**config.mk**
```make
export PLATFORM = sky130hd
export DESIGN_NAME = fixed_fir_trend_filter_core
export DESIGN_NICKNAME = d
export VERILOG_FILES = /design/src/sv/ftf_pkg.sv /design/src/sv/ftf_ram.sv /design/src/sv/ftf_mac.sv /design/src/sv/fixed_fir_trend_filter.sv
export SDC_FILE = /design/constraint.sdc
export NUM_CORES = 2
export LEC_CHECK = 0
export ABC_CLOCK_PERIOD_IN_PS = 7640
export BUFFER_PORTS_ARGS = -buffer_cell sky130_fd_sc_hd__buf_2
export CAP_MARGIN = 20
export CORE_MARGIN = 8
export CORE_UTILIZATION = 55
export CTS_BUF_LIST = sky130_fd_sc_hd__clkbuf_4 sky130_fd_sc_hd__clkbuf_8
export CTS_CLUSTER_DIAMETER = 40
export DETAILED_ROUTE_END_ITERATION = 10
export PLACE_DENSITY_LB_ADDON = 0.1
export SLEW_MARGIN = 30
export SYNTH_ARGS = -nofsm -noshare
export SYNTH_HDL_FRONTEND = slang
export SYNTH_SLANG_ARGS = --single-unit
export TNS_END_PERCENT = 30
```
**constraint.sdc**
```tcl
create_clock -name aclk -period 7.64 [get_ports aclk]
set_input_delay 0.764 -clock aclk [delete_from_list [all_inputs] [get_ports aclk]]
set_output_delay 0.764 -clock aclk [all_outputs]
set_load 0.02 [all_outputs]
```
**src/sv/ftf_pkg.sv**
```systemverilog
// Shared types, sizes and the fixed coefficient table of the trend filter.
// No dependencies; ftf_mac and the filter core import this package.
package ftf_pkg;

    localparam int TAPS           = 39;
    localparam int SAMPLE_WIDTH   = 24;
    localparam int COEF_FRAC_BITS = 20;

    localparam int COEF_W = COEF_FRAC_BITS;
    localparam int PROD_W = SAMPLE_WIDTH + COEF_W;
    localparam int ACC_W  = PROD_W + $clog2(TAPS);
    localparam int TAP_W  = $clog2(TAPS);
    localparam int CNT_W  = $clog2(TAPS + 1);

    localparam longint unsigned DEC_SCALE = 64'd10000000000;

    typedef logic signed [SAMPLE_WIDTH-1:0] sample_t;
    typedef logic signed [COEF_W-1:0]       coef_t;
    typedef logic signed [PROD_W-1:0]       prod_t;
    typedef logic signed [ACC_W-1:0]        acc_t;
    typedef logic        [TAP_W-1:0]        tap_idx_t;
    typedef logic        [CNT_W-1:0]        count_t;
    typedef logic signed [1:0]              trend_t;
    typedef logic        [TAPS-1:0][COEF_W-1:0] coef_tab_t;

    localparam trend_t TREND_FLAT = 2'sd0;
    localparam trend_t TREND_UP   = 2'sd1;
    localparam trend_t TREND_DOWN = -2'sd1;

    typedef struct packed {
        logic     start;
        logic     issue;
        logic     last;
        tap_idx_t idx;
    } mac_ctrl_t;

    // coefficients times 1e10, newest tap first
    function automatic longint coef_dec(input int k);
        longint c;
        unique case (k)
            0:  c = 64'sd4360409450;
            1:  c = 64'sd3658689069;
            2:  c = 64'sd2460452079;
            3:  c = 64'sd1104506886;
            4:  c = -64'sd54034585;
            5:  c = -64'sd760367731;
            6:  c = -64'sd933058722;
            7:  c = -64'sd670110374;
            8:  c = -64'sd190795053;
            9:  c = 64'sd259609206;
            10: c = 64'sd502044896;
            11: c = 64'sd477818607;
            12: c = 64'sd249252327;
            13: c = -64'sd47706151;
            14: c = -64'sd272432537;
            15: c = -64'sd338917071;
            16: c = -64'sd244141482;
            17: c = -64'sd55774838;
            18: c = 64'sd128149838;
            19: c = 64'sd226522218;
            20: c = 64'sd208778257;
            21: c = 64'sd100299086;
            22: c = -64'sd36771622;
            23: c = -64'sd136744850;
            24: c = -64'sd160483392;
            25: c = -64'sd108597376;
            26: c = -64'sd16060704;
            27: c = 64'sd69480557;
            28: c = 64'sd110573605;
            29: c = 64'sd95711419;
            30: c = 64'sd40444064;
            31: c = -64'sd23824623;
            32: c = -64'sd67093714;
            33: c = -64'sd72003400;
            34: c = -64'sd47717710;
            35: c = 64'sd5541115;
            36: c = 64'sd7860160;
            37: c = 64'sd130129076;
            38: c = 64'sd40364019;
            default: c = 64'sd0;
        endcase
        return c;
    endfunction

    // round each coefficient to nearest in Q0.COEF_FRAC_BITS
    function automatic coef_tab_t build_coef_tab();
        coef_tab_t       tab;
        longint          c;
        longint unsigned mag;
        longint unsigned q;
        for (int k = 0; k < TAPS; k++) begin
            c   = coef_dec(k);
            mag = (c < 0) ? longint'(-c) : longint'(c);
            q   = ((mag << COEF_FRAC_BITS) + DEC_SCALE / 2) / DEC_SCALE;
            tab[k] = (c < 0) ? COEF_W'(-q) : COEF_W'(q);
        end
        return tab;
    endfunction

    localparam coef_tab_t COEF_TAB = build_coef_tab();

endpackage

```
**src/sv/ftf_ram.sv**
```systemverilog
// Generic single-write, single-read RAM with registered read data.
// No dependencies.
module ftf_ram #(
    parameter int WIDTH = 8,
    parameter int DEPTH = 16
) (
    input  logic                     aclk,
    input  logic                     we,
    input  logic [$clog2(DEPTH)-1:0] waddr,
    input  logic [WIDTH-1:0]         wdata,
    input  logic                     re,
    input  logic [$clog2(DEPTH)-1:0] raddr,
    output logic [WIDTH-1:0]         rdata
);

    logic [WIDTH-1:0] mem [DEPTH];

    always_ff @(posedge aclk) begin
        if (we) begin
            mem[waddr] <= wdata;
        end
        if (re) begin
            rdata <= mem[raddr];
        end
    end

endmodule

```
**src/sv/ftf_mac.sv**
```systemverilog
// Shared multiply-accumulate unit with round-to-nearest and saturation.
// Depends on ftf_pkg for sizes, the control struct and the coefficient table.
module ftf_mac (
    input  logic               aclk,
    input  logic               aresetn,
    input  ftf_pkg::mac_ctrl_t ctrl,
    input  ftf_pkg::sample_t   tap_data,
    output logic               y_valid,
    output ftf_pkg::sample_t   y
);
    import ftf_pkg::*;

    localparam int R_W = ACC_W + 1 - COEF_FRAC_BITS;

    localparam logic [ACC_W:0] HALF =
        {{(ACC_W + 1 - COEF_FRAC_BITS){1'b0}}, 1'b1, {(COEF_FRAC_BITS - 1){1'b0}}};
    localparam logic [R_W-1:0] SMAX_MAG =
        {{(R_W - SAMPLE_WIDTH + 1){1'b0}}, {(SAMPLE_WIDTH - 1){1'b1}}};
    localparam logic [R_W-1:0] SMIN_MAG =
        {{(R_W - SAMPLE_WIDTH){1'b0}}, 1'b1, {(SAMPLE_WIDTH - 1){1'b0}}};
    localparam sample_t SMAX = {1'b0, {(SAMPLE_WIDTH - 1){1'b1}}};
    localparam sample_t SMIN = {1'b1, {(SAMPLE_WIDTH - 1){1'b0}}};

    coef_t          coef_reg;
    logic           v1_reg;
    logic           last1_reg;
    prod_t          prod_reg;
    logic           v2_reg;
    logic           last2_reg;
    acc_t           acc_reg;
    logic           l3_reg;
    logic [R_W-1:0] r_reg;
    logic           neg_reg;
    logic           rv_reg;
    sample_t        y_reg;
    logic           yv_reg;

    logic [ACC_W-1:0] mag;
    logic [ACC_W:0]   rsum;
    logic [R_W-1:0]   r_next;
    sample_t          y_next;

    always_comb begin
        mag    = acc_reg[ACC_W-1] ? ACC_W'(-acc_reg) : ACC_W'(acc_reg);
        rsum   = {1'b0, mag} + HALF;
        r_next = rsum[ACC_W:COEF_FRAC_BITS];
    end

    always_comb begin
        if (neg_reg) begin
            y_next = (r_reg > SMIN_MAG) ? SMIN : -sample_t'(r_reg[SAMPLE_WIDTH-1:0]);
        end else begin
            y_next = (r_reg > SMAX_MAG) ? SMAX : sample_t'(r_reg[SAMPLE_WIDTH-1:0]);
        end
    end

    always_ff @(posedge aclk) begin
        if (!aresetn) begin
            v1_reg    <= 1'b0;
            last1_reg <= 1'b0;
            v2_reg    <= 1'b0;
            last2_reg <= 1'b0;
            l3_reg    <= 1'b0;
            rv_reg    <= 1'b0;
            yv_reg    <= 1'b0;
        end else begin
            v1_reg    <= ctrl.issue;
            last1_reg <= ctrl.issue && ctrl.last;
            v2_reg    <= v1_reg;
            last2_reg <= last1_reg;
            l3_reg    <= v2_reg && last2_reg;
            rv_reg    <= l3_reg;
            yv_reg    <= rv_reg;
        end
    end

    always_ff @(posedge aclk) begin
        if (ctrl.issue) begin
            coef_reg <= coef_t'(COEF_TAB[ctrl.idx]);
        end
        if (v1_reg) begin
            prod_reg <= tap_data * coef_reg;
        end
        if (ctrl.start) begin
            acc_reg <= '0;
        end else if (v2_reg) begin
            acc_reg <= acc_reg + acc_t'(prod_reg);
        end
        if (l3_reg) begin
            r_reg   <= r_next;
            neg_reg <= acc_reg[ACC_W-1];
        end
        if (rv_reg) begin
            y_reg <= y_next;
        end
    end

    assign y_valid = yv_reg;
    assign y       = y_reg;

endmodule

```
**src/sv/fixed_fir_trend_filter.sv**
```systemverilog
// Flow: a warm-up word goes through a pending register into the output register; a full
//   filter word is read from the delay line one tap a cycle, newest first, through the single
//   read port into the one shared multiplier, then waits in the pending register as well.
//   No new word is taken until the last one has been loaded into the output register.
// Reset (aresetn low, synchronous): sample count, trend and previous result go to zero,
//   the handshake goes idle; the delay line needs no clearing.
module fixed_fir_trend_filter_core (
    input  logic             aclk,
    input  logic             aresetn,
    input  logic             s_valid,
    output logic             s_ready,
    input  ftf_pkg::sample_t s_sample,
    output logic             m_valid,
    input  logic             m_ready,
    output ftf_pkg::sample_t m_filtered,
    output ftf_pkg::trend_t  m_trend,
    output logic             m_warm
);
    import ftf_pkg::*;

    localparam logic [1:0] S_IDLE = 2'd0;
    localparam logic [1:0] S_READ = 2'd1;
    localparam logic [1:0] S_WAIT = 2'd2;
    localparam logic [1:0] S_OUT  = 2'd3;

    localparam tap_idx_t LAST_TAP = tap_idx_t'(TAPS - 1);
    localparam count_t   FULL     = count_t'(TAPS);

    logic [1:0] state_reg, state_next;
    tap_idx_t   head_reg, head_next;
    tap_idx_t   rd_addr_reg, rd_addr_next;
    tap_idx_t   idx_reg, idx_next;
    count_t     count_reg, count_next;
    sample_t    last_reg, last_next;
    trend_t     trend_reg, trend_next;
    sample_t    pend_reg, pend_next;
    logic       pend_warm_reg, pend_warm_next;
    logic       m_valid_reg, m_valid_next;
    sample_t    m_filtered_reg;
    trend_t     m_trend_reg;
    logic       m_warm_reg;

    logic      accept;
    logic      out_load;
    count_t    count_inc;
    mac_ctrl_t mac_ctrl;
    sample_t   tap_data;
    logic      y_valid;
    sample_t   y;

    assign s_ready   = (state_reg == S_IDLE);
    assign accept    = s_valid && s_ready;
    assign out_load  = (state_reg == S_OUT) && (!m_valid_reg || m_ready);
    assign count_inc = (count_reg < FULL) ? count_reg + 1'b1 : count_reg;

    always_comb begin
        mac_ctrl.start = accept;
        mac_ctrl.issue = (state_reg == S_READ);
        mac_ctrl.last  = (idx_reg == LAST_TAP);
        mac_ctrl.idx   = idx_reg;
    end

    always_comb begin
        state_next     = state_reg;
        head_next      = head_reg;
        rd_addr_next   = rd_addr_reg;
        idx_next       = idx_reg;
        count_next     = count_reg;
        last_next      = last_reg;
        trend_next     = trend_reg;
        pend_next      = pend_reg;
        pend_warm_next = pend_warm_reg;
        m_valid_next   = m_valid_reg;

        if (m_valid_reg && m_ready) begin
            m_valid_next = 1'b0;
        end

        unique case (state_reg)
            S_IDLE: begin
                if (accept) begin
                    count_next   = count_inc;
                    head_next    = (head_reg == LAST_TAP) ? '0 : head_reg + 1'b1;
                    rd_addr_next = head_reg;
                    idx_next     = '0;
                    if (count_inc == FULL) begin
                        state_next = S_READ;
                    end else begin
                        pend_next      = s_sample;
                        pend_warm_next = 1'b0;
                        state_next     = S_OUT;
                    end
                end
            end
            S_READ: begin
                rd_addr_next = (rd_addr_reg == '0) ? LAST_TAP : rd_addr_reg - 1'b1;
                idx_next     = idx_reg + 1'b1;
                if (idx_reg == LAST_TAP) begin
                    state_next = S_WAIT;
                end
            end
            S_WAIT: begin
                if (y_valid) begin
                    priority if (y > last_reg) begin
                        trend_next = TREND_UP;
                    end else if (y < last_reg) begin
                        trend_next = TREND_DOWN;
                    end else begin
                        trend_next = TREND_FLAT;
                    end
                    last_next      = y;
                    pend_next      = y;
                    pend_warm_next = 1'b1;
                    state_next     = S_OUT;
                end
            end
            S_OUT: begin
                if (out_load) begin
                    m_valid_next = 1'b1;
                    state_next   = S_IDLE;
                end
            end
            default: begin
                state_next = S_IDLE;
            end
        endcase
    end

    always_ff @(posedge aclk) begin
        if (!aresetn) begin
            state_reg   <= S_IDLE;
            head_reg    <= '0;
            count_reg   <= '0;
            last_reg    <= '0;
            trend_reg   <= TREND_FLAT;
            m_valid_reg <= 1'b0;
        end else begin
            state_reg   <= state_next;
            head_reg    <= head_next;
            count_reg   <= count_next;
            last_reg    <= last_next;
            trend_reg   <= trend_next;
            m_valid_reg <= m_valid_next;
        end
    end

    always_ff @(posedge aclk) begin
        rd_addr_reg   <= rd_addr_next;
        idx_reg       <= idx_next;
        pend_reg      <= pend_next;
        pend_warm_reg <= pend_warm_next;
        if (out_load) begin
            m_filtered_reg <= pend_reg;
            m_trend_reg    <= trend_reg;
            m_warm_reg     <= pend_warm_reg;
        end
    end

    ftf_ram #(
        .WIDTH (SAMPLE_WIDTH),
        .DEPTH (TAPS)
    ) u_delay_line (
        .aclk  (aclk),
        .we    (accept),
        .waddr (head_reg),
        .wdata (s_sample),
        .re    (mac_ctrl.issue),
        .raddr (rd_addr_reg),
        .rdata (tap_data)
    );

    ftf_mac u_mac (
        .aclk     (aclk),
        .aresetn  (aresetn),
        .ctrl     (mac_ctrl),
        .tap_data (tap_data),
        .y_valid  (y_valid),
        .y        (y)
    );

    assign m_valid    = m_valid_reg;
    assign m_filtered = m_filtered_reg;
    assign m_trend    = m_trend_reg;
    assign m_warm     = m_warm_reg;

    a_result_only_in_wait: assert property (@(posedge aclk) disable iff (!aresetn)
        y_valid |-> (state_reg == S_WAIT))
        else $error("filter result arrived outside the wait state");

    a_busy_after_accept: assert property (@(posedge aclk) disable iff (!aresetn)
        accept |=> !s_ready)
        else $error("input ready right after a word was taken");

    a_warm_needs_full_line: assert property (@(posedge aclk) disable iff (!aresetn)
        (m_valid && m_warm) |-> (count_reg == FULL))
        else $error("full filter word shown before the delay line was filled");

endmodule
```
==> metrics <==
Post-DP HPWL 119,000 µm; vias in the first global route 43,500; Unique masters post-synth 88; Finished Core Util 61.5%; first-pass GRT wire length 269,000 µm; average wire per standard cell 24.4 µm; GPL Wtd Cong 0.895; Global Route Usage Sum 25.3%; Starting Density 55.5%; Vias/cell 5.88; DRC Markers 0; Worst Path Required 8.27 ns; Synth Flop Type edfxtp_1; setup violators final 0; Synth Cell Area 70,800 µm²; Area Overhead vs Synth 11.0%; largest family of logic cells by synthesized area adder cells; grt total ovfl 0; DRT iter0 DRCs 3,727; top fanout value on the critical path 8; Post-Synth Simple-Gate Area 8.75%; Hold Buf Count CTS 0; fill count 9,826; Critical Path AT 7.97 ns; FMAX 0.136 GHz; Synth Area in Adders 17.8%; # nets final 6,181; Worst-Margin Slew 0.997 ns; WHS 0.279 ns; chip height 375 µm; worst skew pair latency 0.93 ns; Tcrit/Tclk final 96.1%; first-pass detailed-route iteration total 5; Port Buf Inserts 56; clock tree buffer depth 3; number of flip-flops in the largest register 936; CP Capture Type register; CP Class register to register; CTS H-tree depth 4; Max Slew Vio Count 0; core area 128,000 µm²; Max Cap Violations 0; Root Driver clkbuf_8; CTS sink count 1,242; worst clock skew 0.0716 ns; Synth Area per Inst 13.4 µm²; final hold viol count 0; ys async rst share 0%; antenna violations before repair 16; Antenna Violating Nets Remaining 0; multiplexer share of the synthesized area 9.67%; number of synthesized flops with an enable pin 1,144; Post-Synth XOR/XNOR Area 1.82%; row count 131; net count after synthesis 6,026; Max-slew headroom 33.5%; die area 140,000 µm²; cts bufs inserted 206; CTS tree done; worst min path class input port to register; clock transition at the registers of the reported paths 0.06 ns; Total Wirelength 178,000 µm; largest net degree at the start of global routing 116; Syn Inst Count 5,290; Synth Area in Compound Gates 5.93%; Synth Warn # 0; fin crit period 7.34 ns; Final TNS setup 0 ns; Die Span X 375 µm; I/O pins 57; #FFs+latches synth 1,242; Worst setup SP type register; post-synthesis sequential area ratio 51.3%; fraction of layout cells with a size suffix above 1 16.2%; Vias 42,900; status finished, final reports clean
-- worst max-delay path, cell delays in order (launching register included) --
cell	delay (ns)
edfxtp_1	0.54
and2_1	0.25
fa_1	0.44
fa_1	0.55
inv_1	0.05
fa_1	0.48
inv_1	0.06
fa_1	0.50
inv_1	0.05
fa_1	0.55
fa_1	0.43
fa_1	0.49
inv_1	0.04
ha_1	0.32
and2_1	0.20
a221oi_1	0.39
nand2_1	0.13
o211a_1	0.29
o41a_1	0.47
a2111oi_2	0.35
buf_4	0.18
o21ai_1	0.05
a21oi_1	0.17
xnor2_1	0.09
-- cell usage in the layout (no fill, tap or decap), types with 12 or more instances in the layout --
cell,synthesis,routed
a211oi_1,53,52
nor2_4,0,29
buf_4,0,131
inv_1,621,621
clkinv_1,4,66
xnor2_1,105,105
nand2b_1,33,33
a21oi_1,226,224
ha_1,215,214
nor3_1,64,61
nor4_1,12,12
dfxtp_1,98,95
and3_1,13,13
nand4_1,36,36
or3_1,14,14
a31oi_1,20,20
o21ai_0,140,139
nand3_1,46,46
clkinv_2,0,21
and2_1,251,250
xor2_1,42,42
buf_2,6,56
nor2b_1,55,54
edfxtp_1,1144,1144
mux4_2,265,265
bufinv_16,0,13
buf_16,0,19
clkbuf_8,0,212
fa_1,493,493
a21o_1,43,43
mux2_2,24,24
nor2_1,224,187
o22ai_1,14,14
mux2i_1,61,61
clkbuf_4,0,51
nand2_1,480,480
o21bai_1,16,16
o211ai_1,41,41
o21a_1,20,20
-- cell families after synthesis --
| family | after synthesis |
|---|---|
| buffers and inverters | 898 |
| other | 1 |
| XOR/XNOR | 147 |
| adder cells (fa/ha/maj) | 709 |
| AND/OR/NAND/NOR | 1271 |
| flip-flops | 1242 |
| AO/OA/AOI/OAI | 672 |
| multiplexers | 350 |
-- what timing repair did --
action                     in CTS  in global routing
setup endpoints to repair       0                  9
resized for setup               0                  5
setup buffers                   0                 15
-- area by class of cell --
type | count | area (µm²) | area share (%)
flip-flops and latches | 1242 | 36300 | 46.2
inverters | 625 | 2350 | 2.99
repair buffers | 220 | 2050 | 2.61
diodes | 7 | 17.5 | 0.0223
multi-input cells | 3150 | 31400 | 39.9
clock buffers | 263 | 3300 | 4.20
well taps | 1662 | 2080 | 2.65
clock inverters | 126 | 1080 | 1.37
-- metal layers --
layer | vias up | global-route usage (%) | wire, µm
li1 | 19100 | - | -
met4 | 6 | 7.94 | 4830
met3 | 279 | 4.05 | 12100
met5 | - | 0 | 45
met2 | 1633 | 42.4 | 88600
met1 | 21900 | 34.0 | 72200
-- cell usage after synthesis, types with 64 or more instances --
library cell	n	share of area (%)
and2_1	251	2.2
nand2_1	480	2.5
xnor2_1	105	1.3
nor3_1	64	0.45
a21oi_1	226	1.6
mux4_2	265	8.4
clkbuf_1	234	1.2
inv_1	621	3.3
o21ai_0	140	0.99
edfxtp_1	1144	49
ha_1	215	3.8
fa_1	493	14
dfxtp_1	98	2.8
nor2_1	224	1.2
-- path summary, 6_finish.rpt --
check                                                     start                           end  slack, ns  cells past startpoint
worst min-delay path                                    aresetn     count_reg[5]$_SDFFE_PN0P_       0.28                      2
worst max register to register  u_delay_line.rdata[9]$_DFFE_PP_  u_mac.prod_reg[40]$_DFFE_PP_       0.30                     23
worst min register to register           pend_reg[19]$_DFFE_PP_      m_filtered[19]$_DFFE_PP_       0.42                      0
worst max-delay path            u_delay_line.rdata[9]$_DFFE_PP_  u_mac.prod_reg[40]$_DFFE_PP_       0.30                     23
-- per-stage QoR --
step / area [µm²] / instances / setup WS [ns]
3_3_place_gp: 73500 / 6862 / 0.190
6_report: 78600 / 7295 / 0.296
2_1_floorplan: 70800 / 5290 / 0.586
4_1_cts: 78400 / 7273 / 0.0823
5_1_grt: 78600 / 7290 / -0.0636
3_5_place_dp: 74100 / 6884 / 0.0952
Power is left out: the tool's default activity adds up to more than one toggle a clock period on the data nets, which glitch-free logic cannot reach.
